## src/udprd_pkg.sv

```systemverilog
// Shared types and constants for the UDP receive port demultiplexer.
// No dependencies; imported by every module of the block.
`default_nettype none

package udprd_pkg;

    localparam int MAX_SLOTS      = 8;
    localparam int SLOT_COUNT_DEF = 8;
    localparam int SLOT_W         = 3;
    localparam int PORT_W         = 16;
    localparam int CFG_INDEX_W    = 4;
    localparam int CFG_DATA_W     = 17;
    localparam int QUEUE_DEPTH    = 4;

    localparam logic [15:0] HEADER_BYTES = 16'd8;
    localparam logic [15:0] POS_MAX      = 16'hFFFF;

    localparam logic KIND_PAYLOAD    = 1'b0;
    localparam logic KIND_DESCRIPTOR = 1'b1;

    typedef struct packed {
        logic        found;
        logic [SLOT_W-1:0] slot;
    } match_t;

    typedef struct packed {
        logic               result_kind;
        logic [7:0]         payload_byte;
        logic [SLOT_W-1:0]  slot_index;
        logic               delivered;
        logic [31:0]        peer_address;
        logic [PORT_W-1:0]  peer_port;
        logic [15:0]        payload_length;
        logic               final_result;
    } result_t;

endpackage

`default_nettype wire

```

## src/udprd_slot_match.sv

```systemverilog
// Slot registers and lowest-slot destination port match.
// Depends on udprd_pkg.
`default_nettype none

module udprd_slot_match #(
    parameter int SLOT_COUNT = udprd_pkg::SLOT_COUNT_DEF
) (
    input  wire logic                               clk,
    input  wire logic                               rst_n,
    input  wire logic                               cfg_write,
    input  wire logic [udprd_pkg::CFG_INDEX_W-1:0]  cfg_index,
    input  wire logic [udprd_pkg::CFG_DATA_W-1:0]   cfg_data,
    input  wire logic [udprd_pkg::PORT_W-1:0]       dest_port,
    output udprd_pkg::match_t                       match
);
    import udprd_pkg::*;

    logic [CFG_DATA_W-1:0] slot_reg [SLOT_COUNT];

    always_ff @(posedge clk or negedge rst_n)
    begin
        if (!rst_n)
        begin
            for (int i = 0; i < SLOT_COUNT; i++)
            begin
                slot_reg[i] <= '0;
            end
        end
        else
        begin
            for (int i = 0; i < SLOT_COUNT; i++)
            begin
                if (cfg_write && cfg_index == CFG_INDEX_W'(i))
                begin
                    slot_reg[i] <= cfg_data;
                end
            end
        end
    end

    // scan from the top so the lowest matching slot wins
    always_comb
    begin
        match.found = 1'b0;
        match.slot  = '0;
        for (int i = SLOT_COUNT - 1; i >= 0; i--)
        begin
            if (slot_reg[i][PORT_W] && slot_reg[i][PORT_W-1:0] == dest_port)
            begin
                match.found = 1'b1;
                match.slot  = SLOT_W'(i);
            end
        end
    end

    assert property (@(posedge clk) disable iff (!rst_n)
        match.found |-> (int'(match.slot) < SLOT_COUNT))
        else $error("matched slot beyond slot count");

    assert property (@(posedge clk) disable iff (!rst_n)
        !match.found |-> match.slot == '0)
        else $error("slot index set without a match");

    assert property (@(posedge clk) disable iff (!rst_n)
        match.found |-> slot_reg[match.slot][PORT_W])
        else $error("match reported on an invalid slot");

endmodule

`default_nettype wire

```

## src/udprd_result_queue.sv

```systemverilog
// Four-entry result queue; takes up to two beats per cycle, sends one unless stalled.
// Depends on udprd_pkg.
`default_nettype none

module udprd_result_queue (
    input  wire logic               clk,
    input  wire logic               rst_n,
    input  wire logic [1:0]         push_count,
    input  wire udprd_pkg::result_t push_first,
    input  wire udprd_pkg::result_t push_second,
    output logic                    room,
    output logic                    out_valid,
    input  wire logic               out_stall,
    output udprd_pkg::result_t      head
);
    import udprd_pkg::*;

    localparam int PTR_W = $clog2(QUEUE_DEPTH);
    localparam int CNT_W = $clog2(QUEUE_DEPTH + 1);

    result_t            entry_reg [QUEUE_DEPTH];
    logic [PTR_W-1:0]   rd_ptr_reg;
    logic [PTR_W-1:0]   wr_ptr_reg;
    logic [CNT_W-1:0]   count_reg;
    logic [CNT_W-1:0]   count_next;
    logic               pop;

    assign pop       = out_valid && !out_stall;
    assign out_valid = count_reg != '0;
    assign head      = entry_reg[rd_ptr_reg];
    // keep room for the two beats a single item can produce
    assign room      = count_reg <= CNT_W'(QUEUE_DEPTH - 2);

    assign count_next = count_reg + CNT_W'(push_count) - CNT_W'(pop);

    always_ff @(posedge clk)
    begin
        if (push_count != 2'd0)
        begin
            entry_reg[wr_ptr_reg] <= push_first;
        end
        if (push_count == 2'd2)
        begin
            entry_reg[wr_ptr_reg + PTR_W'(1)] <= push_second;
        end
    end

    always_ff @(posedge clk or negedge rst_n)
    begin
        if (!rst_n)
        begin
            rd_ptr_reg <= '0;
            wr_ptr_reg <= '0;
            count_reg  <= '0;
        end
        else
        begin
            rd_ptr_reg <= rd_ptr_reg + PTR_W'(pop);
            wr_ptr_reg <= wr_ptr_reg + PTR_W'(push_count);
            count_reg  <= count_next;
        end
    end

    assert property (@(posedge clk) disable iff (!rst_n)
        count_reg <= CNT_W'(QUEUE_DEPTH))
        else $error("result queue overflow");

    assert property (@(posedge clk) disable iff (!rst_n)
        push_count != 2'd0 |-> room)
        else $error("push without room");

    assert property (@(posedge clk) disable iff (!rst_n)
        (push_count == 2'd0 && !pop) |=> $stable(count_reg))
        else $error("queue count moved while idle");

    assert property (@(posedge clk) disable iff (!rst_n)
        (PTR_W'(wr_ptr_reg - rd_ptr_reg) == PTR_W'(count_reg)))
        else $error("queue pointers disagree with count");

endmodule

`default_nettype wire

```

## src/udp_receive_port_demux.sv

```systemverilog
// UDP receive port demultiplexer: header parse, slot match, payload forward.
// Each result beat is written into the result queue and leaves from its head in order.
// Throughput: one byte per cycle while the queue has room; a final byte that is
//   also payload yields two beats, which the four-entry queue sends one at a time.
// Reset: asynchronous, clears slot registers, parse state and the queue.
// Depends on udprd_pkg, udprd_slot_match, udprd_result_queue.
`default_nettype none

module udp_receive_port_demux #(
    parameter int SLOT_COUNT = udprd_pkg::SLOT_COUNT_DEF
) (
    input  wire logic                               clk,
    input  wire logic                               rst_n,
    input  wire logic                               cfg_write,
    input  wire logic [udprd_pkg::CFG_INDEX_W-1:0]  cfg_index,
    input  wire logic [udprd_pkg::CFG_DATA_W-1:0]   cfg_data,
    input  wire logic                               in_valid,
    output logic                                    in_stall,
    input  wire logic [7:0]                         data_byte,
    input  wire logic                               end_of_packet,
    input  wire logic [31:0]                        source_address,
    output logic                                    out_valid,
    input  wire logic                               out_stall,
    output logic                                    result_kind,
    output logic [7:0]                              payload_byte,
    output logic [udprd_pkg::SLOT_W-1:0]            slot_index,
    output logic                                    delivered,
    output logic [31:0]                             peer_address,
    output logic [udprd_pkg::PORT_W-1:0]            peer_port,
    output logic [15:0]                             payload_length,
    output logic                                    final_result
);
    import udprd_pkg::*;

    logic [15:0]        pos_reg;
    logic [PORT_W-1:0]  src_port_reg;
    logic [PORT_W-1:0]  dst_port_reg;
    logic [15:0]        plen_reg;
    logic               match_found_reg;
    logic [SLOT_W-1:0]  matched_slot_reg;
    logic [31:0]        held_addr_reg;

    logic [PORT_W-1:0]  src_port_next;
    logic [PORT_W-1:0]  dst_port_next;
    logic [15:0]        plen_next;
    logic               match_found_next;
    logic [SLOT_W-1:0]  matched_slot_next;
    logic [31:0]        held_addr_next;

    match_t             match;
    logic               room;
    logic               accept;
    logic               is_payload;
    logic [15:0]        received;
    logic [15:0]        total;
    logic [15:0]        dlen;
    logic               deliver;
    result_t            pay_beat;
    result_t            desc_beat;
    result_t            head;
    logic [1:0]         push_count;

    udprd_slot_match #(
        .SLOT_COUNT (SLOT_COUNT)
    ) u_slot_match (
        .clk       (clk),
        .rst_n     (rst_n),
        .cfg_write (cfg_write),
        .cfg_index (cfg_index),
        .cfg_data  (cfg_data),
        .dest_port (dst_port_next),
        .match     (match)
    );

    assign in_stall = !room;
    assign accept   = in_valid && room;

    // header field capture by byte position
    always_comb
    begin
        src_port_next     = src_port_reg;
        dst_port_next     = dst_port_reg;
        plen_next         = plen_reg;
        match_found_next  = match_found_reg;
        matched_slot_next = matched_slot_reg;
        held_addr_next    = (pos_reg == 16'd0) ? source_address : held_addr_reg;
        unique case (pos_reg)
            16'd0: src_port_next = {data_byte, 8'h00};
            16'd1: src_port_next = {src_port_reg[15:8], data_byte};
            16'd2: dst_port_next = {data_byte, 8'h00};
            16'd3:
            begin
                dst_port_next     = {dst_port_reg[15:8], data_byte};
                match_found_next  = match.found;
                matched_slot_next = match.slot;
            end
            16'd4: plen_next = {data_byte, 8'h00};
            16'd5: plen_next = {plen_reg[15:8], data_byte};
            default: ;
        endcase
    end

    always_comb
    begin
        is_payload = (pos_reg >= HEADER_BYTES) && (pos_reg != POS_MAX)
                     && (pos_reg < plen_next) && match_found_next;
        received   = (pos_reg == POS_MAX) ? POS_MAX : pos_reg + 16'd1;
        total      = (plen_next < received) ? plen_next : received;
        dlen       = (total >= HEADER_BYTES) ? total - HEADER_BYTES : 16'd0;
        deliver    = (received >= HEADER_BYTES) && match_found_next;

        pay_beat              = '0;
        pay_beat.result_kind  = KIND_PAYLOAD;
        pay_beat.payload_byte = data_byte;
        pay_beat.slot_index   = matched_slot_next;

        desc_beat                = '0;
        desc_beat.result_kind    = KIND_DESCRIPTOR;
        desc_beat.slot_index     = deliver ? matched_slot_next : '0;
        desc_beat.delivered      = deliver;
        desc_beat.peer_address   = held_addr_next;
        desc_beat.peer_port      = deliver ? src_port_next : '0;
        desc_beat.payload_length = deliver ? dlen : 16'd0;
        desc_beat.final_result   = 1'b1;

        push_count = accept ? 2'(is_payload) + 2'(end_of_packet) : 2'd0;
    end

    always_ff @(posedge clk or negedge rst_n)
    begin
        if (!rst_n)
        begin
            pos_reg          <= '0;
            src_port_reg     <= '0;
            dst_port_reg     <= '0;
            plen_reg         <= '0;
            match_found_reg  <= 1'b0;
            matched_slot_reg <= '0;
            held_addr_reg    <= '0;
        end
        else if (accept)
        begin
            if (end_of_packet)
            begin
                // drop all per-datagram state
                pos_reg          <= '0;
                src_port_reg     <= '0;
                dst_port_reg     <= '0;
                plen_reg         <= '0;
                match_found_reg  <= 1'b0;
                matched_slot_reg <= '0;
                held_addr_reg    <= '0;
            end
            else
            begin
                if (pos_reg != POS_MAX)
                begin
                    pos_reg <= pos_reg + 16'd1;
                end
                src_port_reg     <= src_port_next;
                dst_port_reg     <= dst_port_next;
                plen_reg         <= plen_next;
                match_found_reg  <= match_found_next;
                matched_slot_reg <= matched_slot_next;
                held_addr_reg    <= held_addr_next;
            end
        end
    end

    udprd_result_queue u_result_queue (
        .clk         (clk),
        .rst_n       (rst_n),
        .push_count  (push_count),
        .push_first  (is_payload ? pay_beat : desc_beat),
        .push_second (desc_beat),
        .room        (room),
        .out_valid   (out_valid),
        .out_stall   (out_stall),
        .head        (head)
    );

    assign result_kind    = head.result_kind;
    assign payload_byte   = head.payload_byte;
    assign slot_index     = head.slot_index;
    assign delivered      = head.delivered;
    assign peer_address   = head.peer_address;
    assign peer_port      = head.peer_port;
    assign payload_length = head.payload_length;
    assign final_result   = head.final_result;

    assert property (@(posedge clk) disable iff (!rst_n)
        (accept && end_of_packet) |=> (pos_reg == 16'd0 && !match_found_reg))
        else $error("datagram state not cleared after final byte");

    assert property (@(posedge clk) disable iff (!rst_n)
        is_payload |-> (pos_reg >= HEADER_BYTES && match_found_reg))
        else $error("payload forwarded before header or without a match");

    assert property (@(posedge clk) disable iff (!rst_n)
        (accept && !end_of_packet && pos_reg != POS_MAX) |=> pos_reg == $past(pos_reg) + 16'd1)
        else $error("byte position did not advance");

endmodule

`default_nettype wire
```

## config.mk

```make
export PLATFORM = sky130hd
export DESIGN_NAME = udp_receive_port_demux
export DESIGN_NICKNAME = d
export VERILOG_FILES = /design/src/udprd_pkg.sv /design/src/udprd_slot_match.sv /design/src/udprd_result_queue.sv /design/src/udp_receive_port_demux.sv
export SDC_FILE = /design/constraint.sdc
export NUM_CORES = 1
export LEC_CHECK = 0
export BUFFER_PORTS_ARGS = -buffer_cell sky130_fd_sc_hd__buf_2
export CAP_MARGIN = 0
export CORE_MARGIN = 1.5
export CORE_UTILIZATION = 60
export CTS_CLUSTER_DIAMETER = 30
export CTS_CLUSTER_SIZE = 28
export DETAILED_ROUTE_END_ITERATION = 6
export PLACE_DENSITY = 0.78
export SLEW_MARGIN = 20
export SYNTH_ARGS = -nofsm -noshare
export SYNTH_HDL_FRONTEND = slang
export SYNTH_HIERARCHICAL = 1
export SYNTH_SLANG_ARGS = --single-unit
```

## constraint.sdc

```tcl
create_clock -name clk -period 12.8 [get_ports clk]
set_input_delay 2.56 -clock clk [delete_from_list [all_inputs] [get_ports clk]]
set_output_delay 2.56 -clock clk [all_outputs]
set_load 0.02 [all_outputs]
```

==> metrics <==
Vias just over 20000; fin crit share approximately two thirds; layout cells sized above 1 ~35%; synth warn 6; global placer's final weighted congestion roughly 0.94; DP HPWL 49500 um; I/O Buffers between 100 and 150; Layout area overhead 16.9%; CP cell instances nor4_2 > and4_1 > nor2b_1 > and2_1 > nand2_1 > a22o_1 > xor2_1 > nor4_1 > nand4_1 > nor4_2 > nor4_1 > nand2_1 > mux2_2 > o211a_2 > buf_4 > ha_1 > and3_1 > nor2b_2 > a21oi_1 > nor2b_4 > buf_4; crit path launch pos_reg[3]; DRC viols 0; Core Footprint about 49000 um2; min cycle time layout just under 9000 ps; routed len/inst 25.0 um; dpl cell area just over 30000 um2; pwr/cell area between 200 and 300 nW/um2; WS Path Type flip-flop to flip-flop; Setup Skew ~35 ps; GRT Overall Usage between 30% and 40%; Hold Crit Class flip-flop to flip-flop; RSZ-0062 raised after global routing false; Post-Synthesis Cells roughly 2300; Non-Filler Cell Area, Final 34900 um2; grt ovf 0; Worst-Margin Slew between 1000 and 1500 ps; Max-slew headroom 24.6%; DRT iter0 DRCs 1784; TNS Setup 0 ps; height of the die ~230 um; Unique masters post-synth 76; # resized after CTS 0; CP Capture Point u_result_queue/entry_reg[3][56]; Avg Cell Area, Syn roughly 13 um2; CP required 13060 ps; maximum vdd drop around 0.23 mV; most common cell after layout, fill and taps aside mux2_2; first-pass GRT wire length between 100000 and 150000 um; Max-Cap Viols 0; peak fanout along the critical path 53; Largest register FFs between 300 and 400; hold_buf cts 0; Clock Latency Late Sink between 600 and 700 ps; final setup vio count 0; crit end category flip-flop; Starting Density between 60% and 70%; # H-tree levels 3; CTS Root Cell clkbuf_16; clock sinks between 500 and 600; status finished, final reports clean; FILL cells roughly 3300; Final Hold Fails 0; hold path start held_addr_reg[5]; vias in the first global route around 20000; reg2reg setup slack 4080 ps; CTS tree yes; Pleak about 14 nW; DRT Wirelength roughly 80000 um; r2r worst-path depth 21; Setup Fix Bufs, Post-CTS 0; Max Clk Rate around 110 MHz; Mapped Area ~30000 um2; sequential cell area fraction in the yosys report 51.7%; r2r endpoint u_result_queue/entry_reg[3][56]; Chip Width 226 um; pins over their slew limit 0; CP max stage delay approximately 820 ps; largest net degree at the start of global routing around 110; maximum buffer depth of the clock tree 3; startpoint types flip-flop; # IOs around 150; antenna violations before repair 3; Cell Rows just over 80; Reg clk slew, reported paths roughly 50 ps; Top FF cell, synth edfxtp_1; Async SR Flop Fraction 43.8%; Via density around 6.3; FF+latch count, synth around 560; post-layout net count about 2600; Detail Route Antenna Nets 0; Initial DRT Pass Iterations 6; Worst R2R Start pos_reg[3]; critical path arrival around 9000 ps; Slowest-stage cell, CP buf_4; CTS Buf Count 110; EDFF count, synth 312; die area 51200 um2; most frequent cells in the layout mux2_2 (424), edfxtp_1 (312), dfrtp_1 (241)
==> Yosys cell counts, types with 4 or more instances <==
library cell | number | share of area (%)
a211oi_1 | 5 | 0.13
a21o_1 | 5 | 0.13
a21oi_1 | 36 | 0.60
a22o_1 | 39 | 1.1
a22oi_1 | 36 | 0.90
a31oi_1 | 6 | 0.13
and2_1 | 18 | 0.38
and3_1 | 11 | 0.23
and4_1 | 7 | 0.21
buf_2 | 80 | 1.3
buf_4 | 8 | 0.20
buf_6 | 11 | 0.41
clkbuf_1 | 62 | 0.78
dfrtp_1 | 243 | 20
edfxtp_1 | 312 | 31
ha_1 | 38 | 1.6
inv_1 | 65 | 0.82
mux2_1 | 25 | 0.94
mux2_2 | 424 | 16
mux2i_1 | 44 | 1.5
mux4_2 | 78 | 5.9
nand2_1 | 126 | 1.6
nand2b_1 | 8 | 0.17
nand3_1 | 25 | 0.42
nand3b_1 | 4 | 0.10
nand4_1 | 40 | 0.84
nor2_1 | 137 | 1.7
nor2b_1 | 6 | 0.13
nor3_1 | 19 | 0.32
nor4_1 | 13 | 0.27
nor4_2 | 4 | 0.17
nor4_4 | 5 | 0.36
nor4b_1 | 4 | 0.12
o211ai_1 | 4 | 0.10
o21a_1 | 5 | 0.13
o21ai_0 | 118 | 2.0
o22ai_1 | 4 | 0.084
o31ai_1 | 7 | 0.18
or3_1 | 7 | 0.15
xnor2_1 | 133 | 3.9
xor2_1 | 23 | 0.67
==> power by group <==
part | internal, mW | switching [mW] | leakage, nW | total [mW]
Combinational | 1.35 | 2.15 | 6.26 | 3.50
Sequential | 2.24 | 0.254 | 5.89 | 2.49
Clock | 1.92 | 0.960 | 1.84 | 2.88
==> metal layers <==
metal	up-vias	GRT usage [%]	wire length [um]
li1	8912	-	-
met1	10300	43.9	33700
met2	847	50.8	39300
met3	141	5.61	5590
met4	0	9.66	1980
met5	-	0	0
==> final cells by class <==
type	count	area, um2	share of cell area (%)
antenna	2	5.00	0.0143
timing repair buffer	182	1030	2.96
inverter	65	244	0.698
clock buffer	149	3080	8.82
sequential	555	15500	44.2
tap	664	831	2.38
clock inverter	60	706	2.02
multi-input combinational	1551	13600	38.9
==> critical path: cells and delay by family, from the launching register on <==
family | cells | cell delay (ps)
AOI/OAI and AO/OA | 3 | 820
DFF | 1 | 520
muxes | 1 | 220
buffers and inverters | 2 | 1340
adders and majority gates | 1 | 350
xor gates and xnor gates | 1 | 240
and+or+nand+nor | 13 | 4760
==> metrics by stage <==
| stage | hold slack [ps] | utilization, % | worst slack [ps] | cells | power, mW |
|---|---|---|---|---|---|
| 5_1_grt | 497 | 71.2 | 3580 | 3227 | 9.25 |
| 3_5_place_dp | 469 | 63.5 | 3910 | 3016 | 5.92 |
| 2_1_floorplan | 444 | - | 895 | 2335 | 4.87 |
| 3_3_place_gp | 461 | 63.4 | 3990 | 3013 | 5.85 |
| 4_1_cts | 481 | 71.2 | 4080 | 3225 | 8.84 |
| 6_report | 476 | 71.2 | 4080 | 3228 | 8.87 |
==> cell families (layout without fill, tap and decap cells) <==
group                      count (synthesis)  in the layout  share of synthesized area (%)
muxes                                    571            571                           24.3
DFF                                      555            555                           51.7
and+or+nand+nor                          458            458                           7.89
AOI/OAI and AO/OA                        287            287                           6.30
buffers and inverters                    229            456                           3.59
xor gates and xnor gates                 156            156                           4.57
adders and majority gates                 39             39                           1.66
other                                      2             42                         0.0251
==> worst min-delay path by stage <==
| stage | slack (ps) | end | cells after the start |
|---|---|---|---|
| global route | 500 | held_addr_reg[5] | 2 |
| CTS | 480 | held_addr_reg[5] | 2 |
| global placement | 460 | held_addr_reg[4] | 2 |
| detailed placement | 470 | held_addr_reg[5] | 2 |
| finish | 480 | held_addr_reg[5] | 2 |
| floorplan | 440 | plen_reg[1] | 2 |
Power figures use the tool's default switching activity.
